### src/hcf_pkg.sv
// Shared types, constants and helpers of the hex checksum command framer.
`default_nettype none
package hcf_pkg;

  localparam int unsigned ByteW   = 8;
  localparam int unsigned CfgIdxW = 1;

  typedef logic [ByteW-1:0]   byte_t;
  typedef logic [CfgIdxW-1:0] cfg_idx_t;

  localparam cfg_idx_t CFG_START_CHAR = 1'd0;
  localparam cfg_idx_t CFG_END_CHAR   = 1'd1;

  localparam byte_t START_CHAR_RESET = 8'h53;
  localparam byte_t END_CHAR_RESET   = 8'h0D;

  localparam byte_t HEX_DIGIT_BASE   = 8'h30;
  localparam byte_t HEX_LETTER_OFFSET = 8'd55;

  typedef enum logic [3:0] {
    PH_START,
    PH_LEN_HI,
    PH_LEN_LO,
    PH_BYTE,
    PH_END,
    PH_XOR_HI,
    PH_XOR_LO,
    PH_SUM_HI,
    PH_SUM_LO
  } phase_t;

  function automatic byte_t hex_digit(input logic [3:0] v);
    byte_t d;
    d = {4'd0, v};
    if (v < 4'd10) begin
      hex_digit = d + HEX_DIGIT_BASE;
    end else begin
      hex_digit = d + HEX_LETTER_OFFSET;
    end
  endfunction

endpackage
`default_nettype wire

### src/hcf_if.sv
// Valid/ready channel interfaces for command items and framed characters.
`default_nettype none
interface hcf_in_if;
  logic                 valid;
  logic                 ready;
  hcf_pkg::byte_t       cmd_byte;
  hcf_pkg::byte_t       cmd_length;
  logic                 last_byte;

  modport source (output valid, cmd_byte, cmd_length, last_byte, input ready);
  modport sink   (input valid, cmd_byte, cmd_length, last_byte, output ready);
endinterface

interface hcf_out_if;
  logic                 valid;
  logic                 ready;
  hcf_pkg::byte_t       out_byte;
  logic                 run_last;
  logic                 frame_last;

  modport source (output valid, out_byte, run_last, frame_last, input ready);
  modport sink   (input valid, out_byte, run_last, frame_last, output ready);
endinterface
`default_nettype wire

### src/hex_checksum_command_framer.sv
// Top level of the hex checksum command framer.
//
// Each command character is taken into an input register and its frame characters leave
// through a result register, one per cycle unless the output stalls. A middle character
// of a command gives one result, so characters stream at one per cycle when unstalled;
// the opening character gives the start character, two length digits and the character,
// and the final one gives the character, terminator, two XOR digits and two sum digits,
// or all of them for a one-character command, from the single result register and its
// one-character-per-cycle phase sequencer. The next item is taken in the cycle its
// predecessor's last result enters the result register, while that result waits.
`default_nettype none
module hex_checksum_command_framer (
  input  wire                   clk,
  input  wire                   rst_n,
  hcf_in_if.sink                in_if,
  hcf_out_if.source             out_if,
  input  wire                   cfg_we,
  input  wire hcf_pkg::cfg_idx_t cfg_index,
  input  wire hcf_pkg::byte_t   cfg_data
);
  import hcf_pkg::*;

  byte_t  start_char_r, end_char_r;
  logic   hold_valid_r;
  byte_t  hold_byte_r, hold_len_r;
  logic   hold_last_r;
  phase_t phase_r, phase_nxt, phase_adv;
  logic   in_frame_r, in_frame_nxt;
  byte_t  xor_r, xor_nxt, sum_r, sum_nxt;
  logic   out_valid_r;
  byte_t  out_byte_r;
  logic   out_run_last_r, out_frame_last_r;

  logic   emit, in_accept, item_done, checked;
  byte_t  emit_char;

  assign emit      = hold_valid_r && (!out_valid_r || out_if.ready);
  assign in_if.ready = !hold_valid_r || (emit && item_done);
  assign in_accept = in_if.valid && in_if.ready;

  always_comb begin
    phase_adv = phase_r;
    item_done = 1'b0;
    unique case (phase_r)
      PH_START:  phase_adv = PH_LEN_HI;
      PH_LEN_HI: phase_adv = PH_LEN_LO;
      PH_LEN_LO: phase_adv = PH_BYTE;
      PH_BYTE: begin
        if (hold_last_r) begin
          phase_adv = PH_END;
        end else begin
          item_done = 1'b1;
        end
      end
      PH_END:    phase_adv = PH_XOR_HI;
      PH_XOR_HI: phase_adv = PH_XOR_LO;
      PH_XOR_LO: phase_adv = PH_SUM_HI;
      PH_SUM_HI: phase_adv = PH_SUM_LO;
      PH_SUM_LO: item_done = 1'b1;
      default:   phase_adv = PH_START;
    endcase
  end

  always_comb begin
    in_frame_nxt = in_frame_r;
    if (emit && phase_r == PH_START) begin
      in_frame_nxt = 1'b1;
    end else if (emit && phase_r == PH_SUM_LO) begin
      in_frame_nxt = 1'b0;
    end
    phase_nxt = phase_r;
    if (in_accept) begin
      phase_nxt = in_frame_nxt ? PH_BYTE : PH_START;
    end else if (emit) begin
      phase_nxt = phase_adv;
    end
  end

  always_comb begin
    emit_char = hold_byte_r;
    checked   = 1'b1;
    unique case (phase_r)
      PH_START:  emit_char = start_char_r;
      PH_LEN_HI: emit_char = hex_digit(hold_len_r[7:4]);
      PH_LEN_LO: emit_char = hex_digit(hold_len_r[3:0]);
      PH_BYTE:   emit_char = hold_byte_r;
      PH_END:    emit_char = end_char_r;
      PH_XOR_HI: begin
        emit_char = hex_digit(xor_r[7:4]);
        checked   = 1'b0;
      end
      PH_XOR_LO: begin
        emit_char = hex_digit(xor_r[3:0]);
        checked   = 1'b0;
      end
      PH_SUM_HI: begin
        emit_char = hex_digit(sum_r[7:4]);
        checked   = 1'b0;
      end
      PH_SUM_LO: begin
        emit_char = hex_digit(sum_r[3:0]);
        checked   = 1'b0;
      end
      default:   emit_char = hold_byte_r;
    endcase
    xor_nxt = xor_r;
    sum_nxt = sum_r;
    if (emit && phase_r == PH_START) begin
      xor_nxt = emit_char;
      sum_nxt = emit_char;
    end else if (emit && checked) begin
      xor_nxt = xor_r ^ emit_char;
      sum_nxt = sum_r + emit_char;
    end
  end

  always_ff @(posedge clk) begin
    if (!rst_n) begin
      start_char_r <= START_CHAR_RESET;
      end_char_r   <= END_CHAR_RESET;
      hold_valid_r <= 1'b0;
      phase_r      <= PH_START;
      in_frame_r   <= 1'b0;
      xor_r        <= '0;
      sum_r        <= '0;
      out_valid_r  <= 1'b0;
    end else begin
      if (cfg_we) begin
        unique case (cfg_index)
          CFG_START_CHAR: start_char_r <= cfg_data;
          CFG_END_CHAR:   end_char_r   <= cfg_data;
          default:        start_char_r <= start_char_r;
        endcase
      end
      if (in_accept) begin
        hold_valid_r <= 1'b1;
      end else if (emit && item_done) begin
        hold_valid_r <= 1'b0;
      end
      phase_r    <= phase_nxt;
      in_frame_r <= in_frame_nxt;
      xor_r      <= xor_nxt;
      sum_r      <= sum_nxt;
      if (emit) begin
        out_valid_r <= 1'b1;
      end else if (out_if.ready) begin
        out_valid_r <= 1'b0;
      end
    end
  end

  always_ff @(posedge clk) begin
    if (in_accept) begin
      hold_byte_r <= in_if.cmd_byte;
      hold_len_r  <= in_if.cmd_length;
      hold_last_r <= in_if.last_byte;
    end
    if (emit) begin
      out_byte_r       <= emit_char;
      out_run_last_r   <= item_done;
      out_frame_last_r <= (phase_r == PH_SUM_LO);
    end
  end

  assign out_if.valid      = out_valid_r;
  assign out_if.out_byte   = out_byte_r;
  assign out_if.run_last   = out_run_last_r;
  assign out_if.frame_last = out_frame_last_r;

endmodule
`default_nettype wire

### src/flat_wrapper.sv
// flat-port wrapper written by rule: the top's interface ports become plain ports
module hex_checksum_command_framer_flat import hcf_pkg::*;
  (clk, rst_n, cfg_we, cfg_index, cfg_data, in_if_valid, in_if_cmd_byte, in_if_cmd_length, in_if_last_byte, in_if_ready, out_if_valid, out_if_out_byte, out_if_run_last, out_if_frame_last, out_if_ready);
  hcf_in_if in_if_i ();
  hcf_out_if out_if_i ();
  input  wire clk;
  input  wire rst_n;
  input  wire cfg_we;
  input  wire hcf_pkg::cfg_idx_t cfg_index;
  input  wire hcf_pkg::byte_t cfg_data;
  input wire logic [$bits(in_if_i.valid)-1:0] in_if_valid;
  input wire logic [$bits(in_if_i.cmd_byte)-1:0] in_if_cmd_byte;
  input wire logic [$bits(in_if_i.cmd_length)-1:0] in_if_cmd_length;
  input wire logic [$bits(in_if_i.last_byte)-1:0] in_if_last_byte;
  output wire logic [$bits(in_if_i.ready)-1:0] in_if_ready;
  output wire logic [$bits(out_if_i.valid)-1:0] out_if_valid;
  output wire logic [$bits(out_if_i.out_byte)-1:0] out_if_out_byte;
  output wire logic [$bits(out_if_i.run_last)-1:0] out_if_run_last;
  output wire logic [$bits(out_if_i.frame_last)-1:0] out_if_frame_last;
  input wire logic [$bits(out_if_i.ready)-1:0] out_if_ready;
  assign in_if_i.valid = in_if_valid;
  assign in_if_i.cmd_byte = in_if_cmd_byte;
  assign in_if_i.cmd_length = in_if_cmd_length;
  assign in_if_i.last_byte = in_if_last_byte;
  assign in_if_ready = in_if_i.ready;
  assign out_if_valid = out_if_i.valid;
  assign out_if_out_byte = out_if_i.out_byte;
  assign out_if_run_last = out_if_i.run_last;
  assign out_if_frame_last = out_if_i.frame_last;
  assign out_if_i.ready = out_if_ready;
  hex_checksum_command_framer u_core (.clk(clk), .rst_n(rst_n), .in_if(in_if_i), .out_if(out_if_i), .cfg_we(cfg_we), .cfg_index(cfg_index), .cfg_data(cfg_data));
endmodule
### config.mk
export PLATFORM = sky130hd
export DESIGN_NAME = hex_checksum_command_framer_flat
export DESIGN_NICKNAME = d
export VERILOG_FILES = /design/src/hcf_pkg.sv /design/src/hcf_if.sv /design/src/hex_checksum_command_framer.sv /design/src/flat_wrapper.sv
export SDC_FILE = /design/constraint.sdc
export NUM_CORES = 1
export LEC_CHECK = 0
export ABC_CLOCK_PERIOD_IN_PS = 4500
export BUFFER_PORTS_ARGS = -buffer_cell sky130_fd_sc_hd__clkbuf_2
export CAP_MARGIN = 15
export CORE_UTILIZATION = 59
export DETAILED_ROUTE_END_ITERATION = 7
export HOLD_SLACK_MARGIN = 0.05
export PLACE_DENSITY = 0.8
export SYNTH_ARGS = -nofsm -noshare
export SYNTH_HDL_FRONTEND = slang
export SYNTH_SLANG_ARGS = --single-unit
### constraint.sdc
create_clock -name clk -period 4.5 [get_ports clk]
set_input_delay 0.9 -clock clk [delete_from_list [all_inputs] [get_ports clk]]
set_output_delay 0.9 -clock clk [all_outputs]
set_load 0.005 [all_outputs]
Yosys cells after proc, flatten, opt, wreduce, memory -nomap -nowiden
Cells that the tools add are included.
Word-level totals
  output and inout bits: 12
  bits in registers: 66
  input bits: 31
  word-level logic and storage cells: 89
Operators by class
  equal/unequal tests: 10
  bitwise gates (word level): 2
  magnitude comparators: 6
  add/subtract/negate cells: 13
  multiplexer cells: 25
  reduce and logical (&&, ||, !) cells: 19
Operators by type and width (count)
  adder 4 x 6 -> 7 bit (second input constant): 12
  two-way mux 8 bit: 10
  one-hot mux 8 bit (8 select lines): 1
  one-hot mux 4 bit (9 select lines): 1
  < comparator 4 bit (second input constant): 6
  == test 4 x 3 -> 1 bit (second input constant): 4
  two-way mux 4 bit: 3
  adder 8 bit: 1
  == test 4 x 2 -> 1 bit (second input constant): 2
  two-way mux 1 bit: 8
  nonzero test 2 bit: 4
  bitwise XOR 8 bit: 1
  logical AND 1 bit: 6
  == test 4 x 1 -> 1 bit (second input constant): 1
  == test 4 bit (second input constant): 1
  logical NOT 4 bit: 1
  AND reduction 2 bit: 2
  OR reduction 4 bit: 1
  != test 3 x 1 -> 1 bit (second input constant): 1
  AND reduction 3 bit: 1
  logical NOT 1 bit: 2
  logical OR 1 bit: 2
  two-way mux 2 bit: 1
  != test 2 x 1 -> 1 bit (second input constant): 1
  other kinds (2): 2

Depth between registers and ports, before layout
Gate-level depths: netlist of run 1.
  depth after elaboration: 8
  mapped depth: 15

Worst setup path after synthesis of run 1
OpenSTA, ideal clock, no wires.
  path kind: register -> register
  start point: register u_core.sum_r[1]
  end point: register u_core.sum_r[7]
  path slack: 1.304 ns
  clock period less this slack: 3.196 ns
  required time: 4.380 ns
  data arrival time: 3.076 ns
  stages on the path, launching flop included: 14
  setup time: 0.120 ns
  path through: dfxtp_1 inv_1 ha_1 and4b_1 o311ai_1 nand3_1 o41a_1 ha_1 nand3_1 o211ai_1 o41ai_1 mux2i_1 nor2_1 o31a_1
Between the ends
  longest elaborated chain between the ends: 6
  elaborated cells on any way between the ends: 8
RTL lines
  start, declared: line hex_checksum_command_framer.sv:29  | byte_t xor_r, xor_nxt, sum_r, sum_nxt;
  start signal, assigned: line hex_checksum_command_framer.sv:143  | sum_r <= sum_nxt;
  adder 4 x 6 -> 7 bit (tied with other cells): line hcf_pkg.sv:38  | hex_digit = d + HEX_LETTER_OFFSET;
  two-way mux 8 bit *: line hcf_pkg.sv:35  | if (v < 4'd10) begin
  one-hot mux 8 bit (8 select lines) *: line hex_checksum_command_framer.sv:82  | unique case (phase_r)
  net u_core.emit_char[2]: line hex_checksum_command_framer.sv:35  | byte_t emit_char;
  adder 8 bit *: line hex_checksum_command_framer.sv:113  | sum_nxt = sum_r + emit_char;
  two-way mux 8 bit *: line hex_checksum_command_framer.sv:111  | end else if (emit && checked) begin
  two-way mux 8 bit *: line hex_checksum_command_framer.sv:108  | if (emit && phase_r == PH_START) begin
The timed path passes the listed nets; every way through them passes the cells marked *. The select of a mux whose other input is x is not followed.
A chain may end at the register's enable or synchronous reset.

Worst setup path after layout of run 1
  start point: register u_core.phase_r[2]
  end point: register u_core.sum_r[7]
Between the ends
  longest elaborated chain between the ends: 5
  elaborated cells on any way between the ends: 17
RTL lines
  start, declared: line hex_checksum_command_framer.sv:27  | phase_t phase_r, phase_nxt, phase_adv;
  start signal, assigned: line hex_checksum_command_framer.sv:140  | phase_r <= phase_nxt;
  == test 4 bit (tied with other cells): line hex_checksum_command_framer.sv:82
  one-hot mux 8 bit (8 select lines) *: line hex_checksum_command_framer.sv:82
  net u_core.emit_char[1]: line hex_checksum_command_framer.sv:35
  adder 8 bit *: line hex_checksum_command_framer.sv:113
  two-way mux 8 bit *: line hex_checksum_command_framer.sv:111
  two-way mux 8 bit *: line hex_checksum_command_framer.sv:108
Marks and branches as above.

==> results.sh, run 1 <==
export IMPL_grt_max_degree=41
export IMPL_vias=3437
export IMPL_grt_overflow_total=0
export IMPL_worstPathArrival_ps=4170
export IMPL_clk_latency_ps=350
export IMPL_critPathCaptureType="flop"
export IMPL_synthArstFlopShare_pct=0
export IMPL_worstHoldStart="u_core.start_char_r[4]"
export IMPL_synthTopCellsByArea="edfxtp_1, dfxtp_1, nand2_1"
export IMPL_wl_per_cell_um=17.11
export IMPL_maxSlewViolCount=0
export IMPL_status="finished, final reports clean"
export IMPL_ctsHoldBuffers=0
export IMPL_cts_buffers=9
export IMPL_worst_clock_skew_ps=9.117
export IMPL_synth_top_cell_area_share_pct=20.54
export IMPL_swShare_pct=29.38
export IMPL_m1WireLength_um=4255
export IMPL_yosysUniqueCellTypes=64
export IMPL_final_cells=552
export IMPL_cts_buffer_depth=2
export IMPL_slew_headroom_pct=36.85
export IMPL_port_buffers=42
export IMPL_yosys_warnings=0
export IMPL_ir_worst_vdd_mv=0.2592
export IMPL_dp_cells=537
export IMPL_cts_setup_buffers=0
export IMPL_synthesis_nets=483
export IMPL_n_fill_cell=533
export IMPL_critPathRequiredTime_ps=4730
export IMPL_hold_path_class="flop to flop"
export IMPL_critical_path_startpoint_type="flop"
export IMPL_worst_pin_slew_ps=945.9
export IMPL_antenna_found_initial=0
export IMPL_initial_core_util_pct=61.81
export IMPL_routed_wl_met2_um=4538
export IMPL_clock_fmax_mhz=254.2
export IMPL_ys_ff_latch=66
export IMPL_top_layer="met4"
export IMPL_drc=0
export IMPL_intPower_w=0.001085
export IMPL_n_antenna_cell=0
export IMPL_root_buffer="clkbuf_8"
export IMPL_finalCritPeriodShare_pct=87.43
export IMPL_utilization_pct=68.18
export IMPL_pwr_share_comb_pct=20.7
export IMPL_min_path_cells=2
export IMPL_power_density_nw_per_um2=352.9
export IMPL_via_per_inst=6.226
export IMPL_period_minus_slack_ps=3934
export IMPL_r2r_end="u_core.sum_r[7]"
export IMPL_synthFlopType="dfxtp_1"
export IMPL_wl_um=9444
export IMPL_drive_gt1_share_pct=16.84
export IMPL_yosysSeqAreaShare_pct=40.32
export IMPL_r2r_start="u_core.phase_r[2]"
export IMPL_syn_avg_cell_area_um2=9.033
export IMPL_r2r_slack_ps=570
export IMPL_cp_max_fo=28
export IMPL_clk_pin_slew_worst_paths_ps=70
export IMPL_first_iter_violations=274
export IMPL_first_pass_iters=5
export IMPL_track_usage_pct=28.40
export IMPL_die_area_um2=7022
export IMPL_die_w_um=83.80
export IMPL_synth_edff_count=27
export IMPL_io_pin_count=43
export IMPL_gp_congestion=0.9461
export IMPL_multi_input_area_um2=2171
export IMPL_nets=517
export IMPL_finalSetupViolCount=0
export IMPL_ant_nets=0
export IMPL_clkSinkCount=66
export IMPL_leakagePower_nw=1.702
export IMPL_power_switching_w=0.0004515
export IMPL_r2r_cells=11
export IMPL_crit_type="flop to flop"
export IMPL_core_um2=6386
export IMPL_grt_pass1_wl_um=15440
export IMPL_synth_area_um2=3948
export IMPL_p_clk_share_pct=32.1
export IMPL_cap_violations=0
export IMPL_dp_hpwl_um=6928
export IMPL_area_delta_synth_final_pct=10.30
export IMPL_hold_end="u_core.start_char_r[4]"
export IMPL_die_y_um=83.80
export IMPL_fin_setup_tns_ps=0
export IMPL_first_global_vias=3184
export IMPL_route_met3_wl_um=462
export IMPL_pwr_share_seq_pct=47.2
export IMPL_hold_viol=0
export IMPL_htreeDepth=3
export IMPL_yosysTopAreaCell="edfxtp_1"
export IMPL_netlist_instances=437
export IMPL_seqCellArea_um2=1592
export IMPL_row_count=29
export IMPL_cts_tree="built"
export IMPL_rsz0062_at_grt="false"
export IMPL_cts_resized=0
metal layers:
metal  track usage, %  vias to the layer above
met5                0                        -
met4            10.94                        0
met3            6.034                       18
met2            46.86                      111
met1            36.50                     1655
li1                 -                     1653
worst max path at each step:
stage                      startpoint         endpoint  slack (ps)  cells after the start
global placement    u_core.phase_r[2]  u_core.sum_r[6]         750                     14
global route        u_core.phase_r[2]  u_core.sum_r[7]         300                     11
floorplan             u_core.sum_r[1]  u_core.sum_r[7]        1300                     13
CTS                 u_core.phase_r[2]  u_core.sum_r[7]         650                     11
finish              u_core.phase_r[2]  u_core.sum_r[7]         570                     11
detailed placement  u_core.phase_r[2]  u_core.sum_r[7]         650                     11
power by group through the flow:
stage | registers (W) | logic (W) | clock network, W
after floorplan | 0.000712 | 0.000243 | 0
after global routing | 0.000730 | 0.000354 | 0.000525
after CTS | 0.000723 | 0.000314 | 0.000502
final | 0.000725 | 0.000318 | 0.000494
after global placement | 0.000734 | 0.000304 | 0
after detailed placement | 0.000735 | 0.000311 | 0
critical path, cell delays in order, from the launching register on:
cell,delay (ps)
dfxtp_1,940
nand4bb_1,310
a211oi_1,300
a211oi_1,100
a41oi_2,440
ha_1,300
a21oi_1,180
o211ai_1,150
o41ai_1,470
mux2i_1,260
nor2_1,70
o31a_1,290
cells by family (layout without fill, tap and decap cells):
logic type,after synthesis,after routing,synth area share [%]
multiplexers,6,6,1.585
flip-flops,66,66,40.32
buffers and inverters,40,78,4.691
XOR/XNOR,18,18,3.994
AO/OA/AOI/OAI,126,126,21.24
AND/OR/NAND/NOR,166,166,23.23
adder cells (fa/ha/maj),15,15,4.945
synth_stat cells (all sizes together), types with 5 or more instances:
library cell	n
a21boi	21
a21oi	29
a22oi	7
and2	10
and4b	7
buf	9
clkbuf	12
dfxtp	39
edfxtp	27
ha	14
inv	19
nand2	66
nand3	16
nor2	19
nor2b	11
nor3	7
nor3b	6
o211ai	8
o21ai	28
or2	5
xnor2	15
flip-flops by register name (all words and copies together), names as in the netlist, 4 cells and up:
signal and cells:
u_core.end_char_r 8, u_core.hold_byte_r 8, u_core.hold_len_r 8, u_core.out_if.out_byte 8, u_core.phase_r 4, u_core.start_char_r 8, u_core.sum_r 8, u_core.xor_r 8
placed cells by master, fill, tap and decap left out, types with 14 or more instances in the layout:
master    Yosys  final
a21boi_0     19     19
a21oi_1      28     28
clkbuf_2      0     42
dfxtp_1      39     39
edfxtp_1     27     27
ha_1         14     14
inv_1        18     18
nand2_1      65     65
nand3_1      16     16
nor2_1       17     17
o21ai_0      27     27
xnor2_1      15     15
cell type report:
| type | instances | area share (%) |
|---|---|---|
| multi-input cells | 331 | 49.86 |
| flip-flops and latches | 66 | 36.55 |
| repair buffers | 44 | 5.172 |
| clock buffers | 14 | 4.454 |
| well taps | 77 | 2.213 |
| inverters | 19 | 1.638 |
| clock inverters | 1 | 0.1149 |
metrics by stage:
stage	worst slack, ps	hold slack, ps	area, µm²	total power, W
after floorplan	1304	432.5	3948	0.0009550
final	565.7	462.1	4354	0.001537
after global routing	302.5	490.8	4354	0.001610
after CTS	650.9	468.6	4354	0.001539
after global placement	749.4	447.2	4155	0.001037
after detailed placement	654.9	446.9	4155	0.001046
Note: power is estimated with default switching activity, not from simulation.
==> run 2, diff against run 1 <==
--- a/config.mk
+++ b/config.mk
@@ -5,13 +5,14 @@
 export SDC_FILE = /design/constraint.sdc
 export NUM_CORES = 1
 export LEC_CHECK = 0
-export ABC_CLOCK_PERIOD_IN_PS = 4500
+export ABC_CLOCK_PERIOD_IN_PS = 3400
 export BUFFER_PORTS_ARGS = -buffer_cell sky130_fd_sc_hd__clkbuf_2
 export CAP_MARGIN = 15
-export CORE_UTILIZATION = 59
+export CORE_UTILIZATION = 53
 export DETAILED_ROUTE_END_ITERATION = 7
 export HOLD_SLACK_MARGIN = 0.05
-export PLACE_DENSITY = 0.8
+export PLACE_DENSITY = 0.76
+export SLEW_MARGIN = 20
 export SYNTH_ARGS = -nofsm -noshare
 export SYNTH_HDL_FRONTEND = slang
 export SYNTH_SLANG_ARGS = --single-unit
==> constraint.sdc (replaced) <==
create_clock -name clk -period 3.4 [get_ports clk]
set_input_delay 0.68 -clock clk [delete_from_list [all_inputs] [get_ports clk]]
set_output_delay 0.68 -clock clk [all_outputs]
set_load 0.005 [all_outputs]
==> run 2 against run 1 <==
Final cell count increased by 10%. Via count rose by 2.6%. Sequential power is 30% higher. Total power grew 33%. Critical endpoint unchanged. First-iteration DRC count rose by 11%. Combinational power up 61%. Worst hold slack gained 1.3 ps. Non-clock buffer count rose by 33.
==> results.sh, run 2 (same netlist as run 1, synthesis figures left out) <==
export IMPL_clkSinkCount=66
export IMPL_p_clk_share_pct=29.3
export IMPL_worstPathArrival_ps=3560
export IMPL_worst_pin_slew_ps=738.1
export IMPL_n_antenna_cell=0
export IMPL_maxSlewViolCount=0
export IMPL_area_delta_synth_final_pct=19.21
export IMPL_leakagePower_nw=1.869
export IMPL_clock_fmax_mhz=300.8
export IMPL_core_um2=7214
export IMPL_first_global_vias=3184
export IMPL_multi_input_area_um2=2252
export IMPL_nets=550
export IMPL_status="finished, final reports clean"
export IMPL_port_buffers=42
export IMPL_initial_core_util_pct=54.72
export IMPL_hold_path_class="flop to flop"
export IMPL_drc=0
export IMPL_grt_pass1_wl_um=15800
export IMPL_slew_headroom_pct=50.79
export IMPL_worst_clock_skew_ps=14.27
export IMPL_die_area_um2=7797
export IMPL_track_usage_pct=27.27
export IMPL_power_density_nw_per_um2=435.8
export IMPL_cp_max_fo=4
export IMPL_swShare_pct=30.29
export IMPL_clk_pin_slew_worst_paths_ps=70
export IMPL_vias=3527
export IMPL_critPathCaptureType="flop"
export IMPL_hold_slack_ps=463.4
export IMPL_finalCritPeriodShare_pct=97.76
export IMPL_seqCellArea_um2=1610
export IMPL_totalPowerFinal_w=0.002051
export IMPL_hold_viol=0
export IMPL_first_iter_violations=304
export IMPL_pwr_share_seq_pct=45.8
export IMPL_ant_nets=0
export IMPL_n_fill_cell=620
export IMPL_root_buffer="clkbuf_8"
export IMPL_ir_worst_vdd_mv=0.2728
export IMPL_cap_violations=0
export IMPL_dp_hpwl_um=7412
export IMPL_grt_overflow_total=0
export IMPL_dp_slack_ps=-62.76
export IMPL_intPower_w=0.001430
export IMPL_critical_path_startpoint_type="flop"
export IMPL_die_w_um=88.30
export IMPL_drive_gt1_share_pct=25.54
export IMPL_critPathRequiredTime_ps=3640
export IMPL_io_pin_count=43
export IMPL_layout_common_cells="nand2_1, clkbuf_2, buf_4, dfxtp_1"
export IMPL_ctsHoldBuffers=0
export IMPL_layout_setup_ws_ps=76.02
export IMPL_final_common_cell="nand2_1"
export IMPL_wl_per_cell_um=16.50
export IMPL_grt_max_degree=41
export IMPL_wl_um=10040
export IMPL_antenna_found_initial=0
export IMPL_clk_latency_ps=340
export IMPL_cts_tree="built"
export IMPL_cts_buffers=9
export IMPL_period_minus_slack_ps=3324
export IMPL_die_y_um=88.30
export IMPL_finalSetupViolCount=0
export IMPL_gp_congestion=0.9876
export IMPL_pwr_share_comb_pct=24.9
export IMPL_crit_type="flop to flop"
export IMPL_first_pass_iters=4
export IMPL_cts_buffer_depth=2
export IMPL_htreeDepth=3
export IMPL_power_switching_w=0.0006212
export IMPL_via_per_inst=5.801
export IMPL_row_count=31
==> run 2: metrics by stage <==
| step | instance area, µm² | util (%) | cells | TNS [ps] |
|---|---|---|---|---|
| final | 4706 | 65.23 | 608 | 0 |
| after global routing | 4706 | 65.23 | 608 | -105.6 |
| after CTS | 4622 | 64.07 | 606 | 0 |
| after detailed placement | 4415 | 61.20 | 590 | -62.76 |
| after global placement | 4415 | 61.20 | 590 | -76.08 |
| after floorplan | 3948 | - | 437 | 0 |
==> run 2: timing repair <==
action,4_1_cts,5_1_grt
gates cloned,0,0
pin swaps,0,3
resized for setup,5,27
endpoints found under the setup margin,2,3
setup buffers,0,2
==> run 2: worst paths after layout <==
path / start / cells past startpoint / end / slack, ps
min reg2reg: u_core.end_char_r[1] / 2 / u_core.end_char_r[1] / 460
min: u_core.end_char_r[1] / 2 / u_core.end_char_r[1] / 460
max reg2reg: u_core.sum_r[0] / 14 / u_core.sum_r[7] / 80
max: u_core.sum_r[0] / 14 / u_core.sum_r[7] / 80
==> run 2: power by group through the flow <==
stage                     registers (W)  clock network [W]  logic [W]
after floorplan                0.000942                  0   0.000322
after global placement         0.000951                  0   0.000461
after detailed placement       0.000953                  0   0.000471
after CTS                      0.000936           0.000607   0.000487
after global routing           0.000949           0.000633   0.000566
final                          0.000940           0.000600   0.000511
==> run 2: cell type report <==
type | instances | share of cell area (%)
inverters | 19 | 1.516
repair buffers | 77 | 10.05
multi-input cells | 331 | 47.86
clock buffers | 14 | 3.483
flip-flops and latches | 66 | 34.22
clock inverters | 2 | 0.2393
well taps | 99 | 2.632
==> run 2: routing by layer <==
metal	share of wire, %	GRT usage [%]	up-vias
li1	-	-	1717
met1	46	37.89	1685
met2	46	42.80	108
met3	5.2	5.410	17
met4	2.0	8.651	0
met5	0	0	-
==> run 2: critical path, stage by stage (launching register included) <==
cell and delay (ps):
dfxtp_4 370, inv_1 50, ha_1 220, and4b_1 220
o311ai_4 260, nand3_1 110, o41a_1 550, ha_4 300
nand3_1 80, o211ai_1 120, o41ai_2 270, buf_4 180
mux2i_1 170, nor2_1 60, o31a_1 260
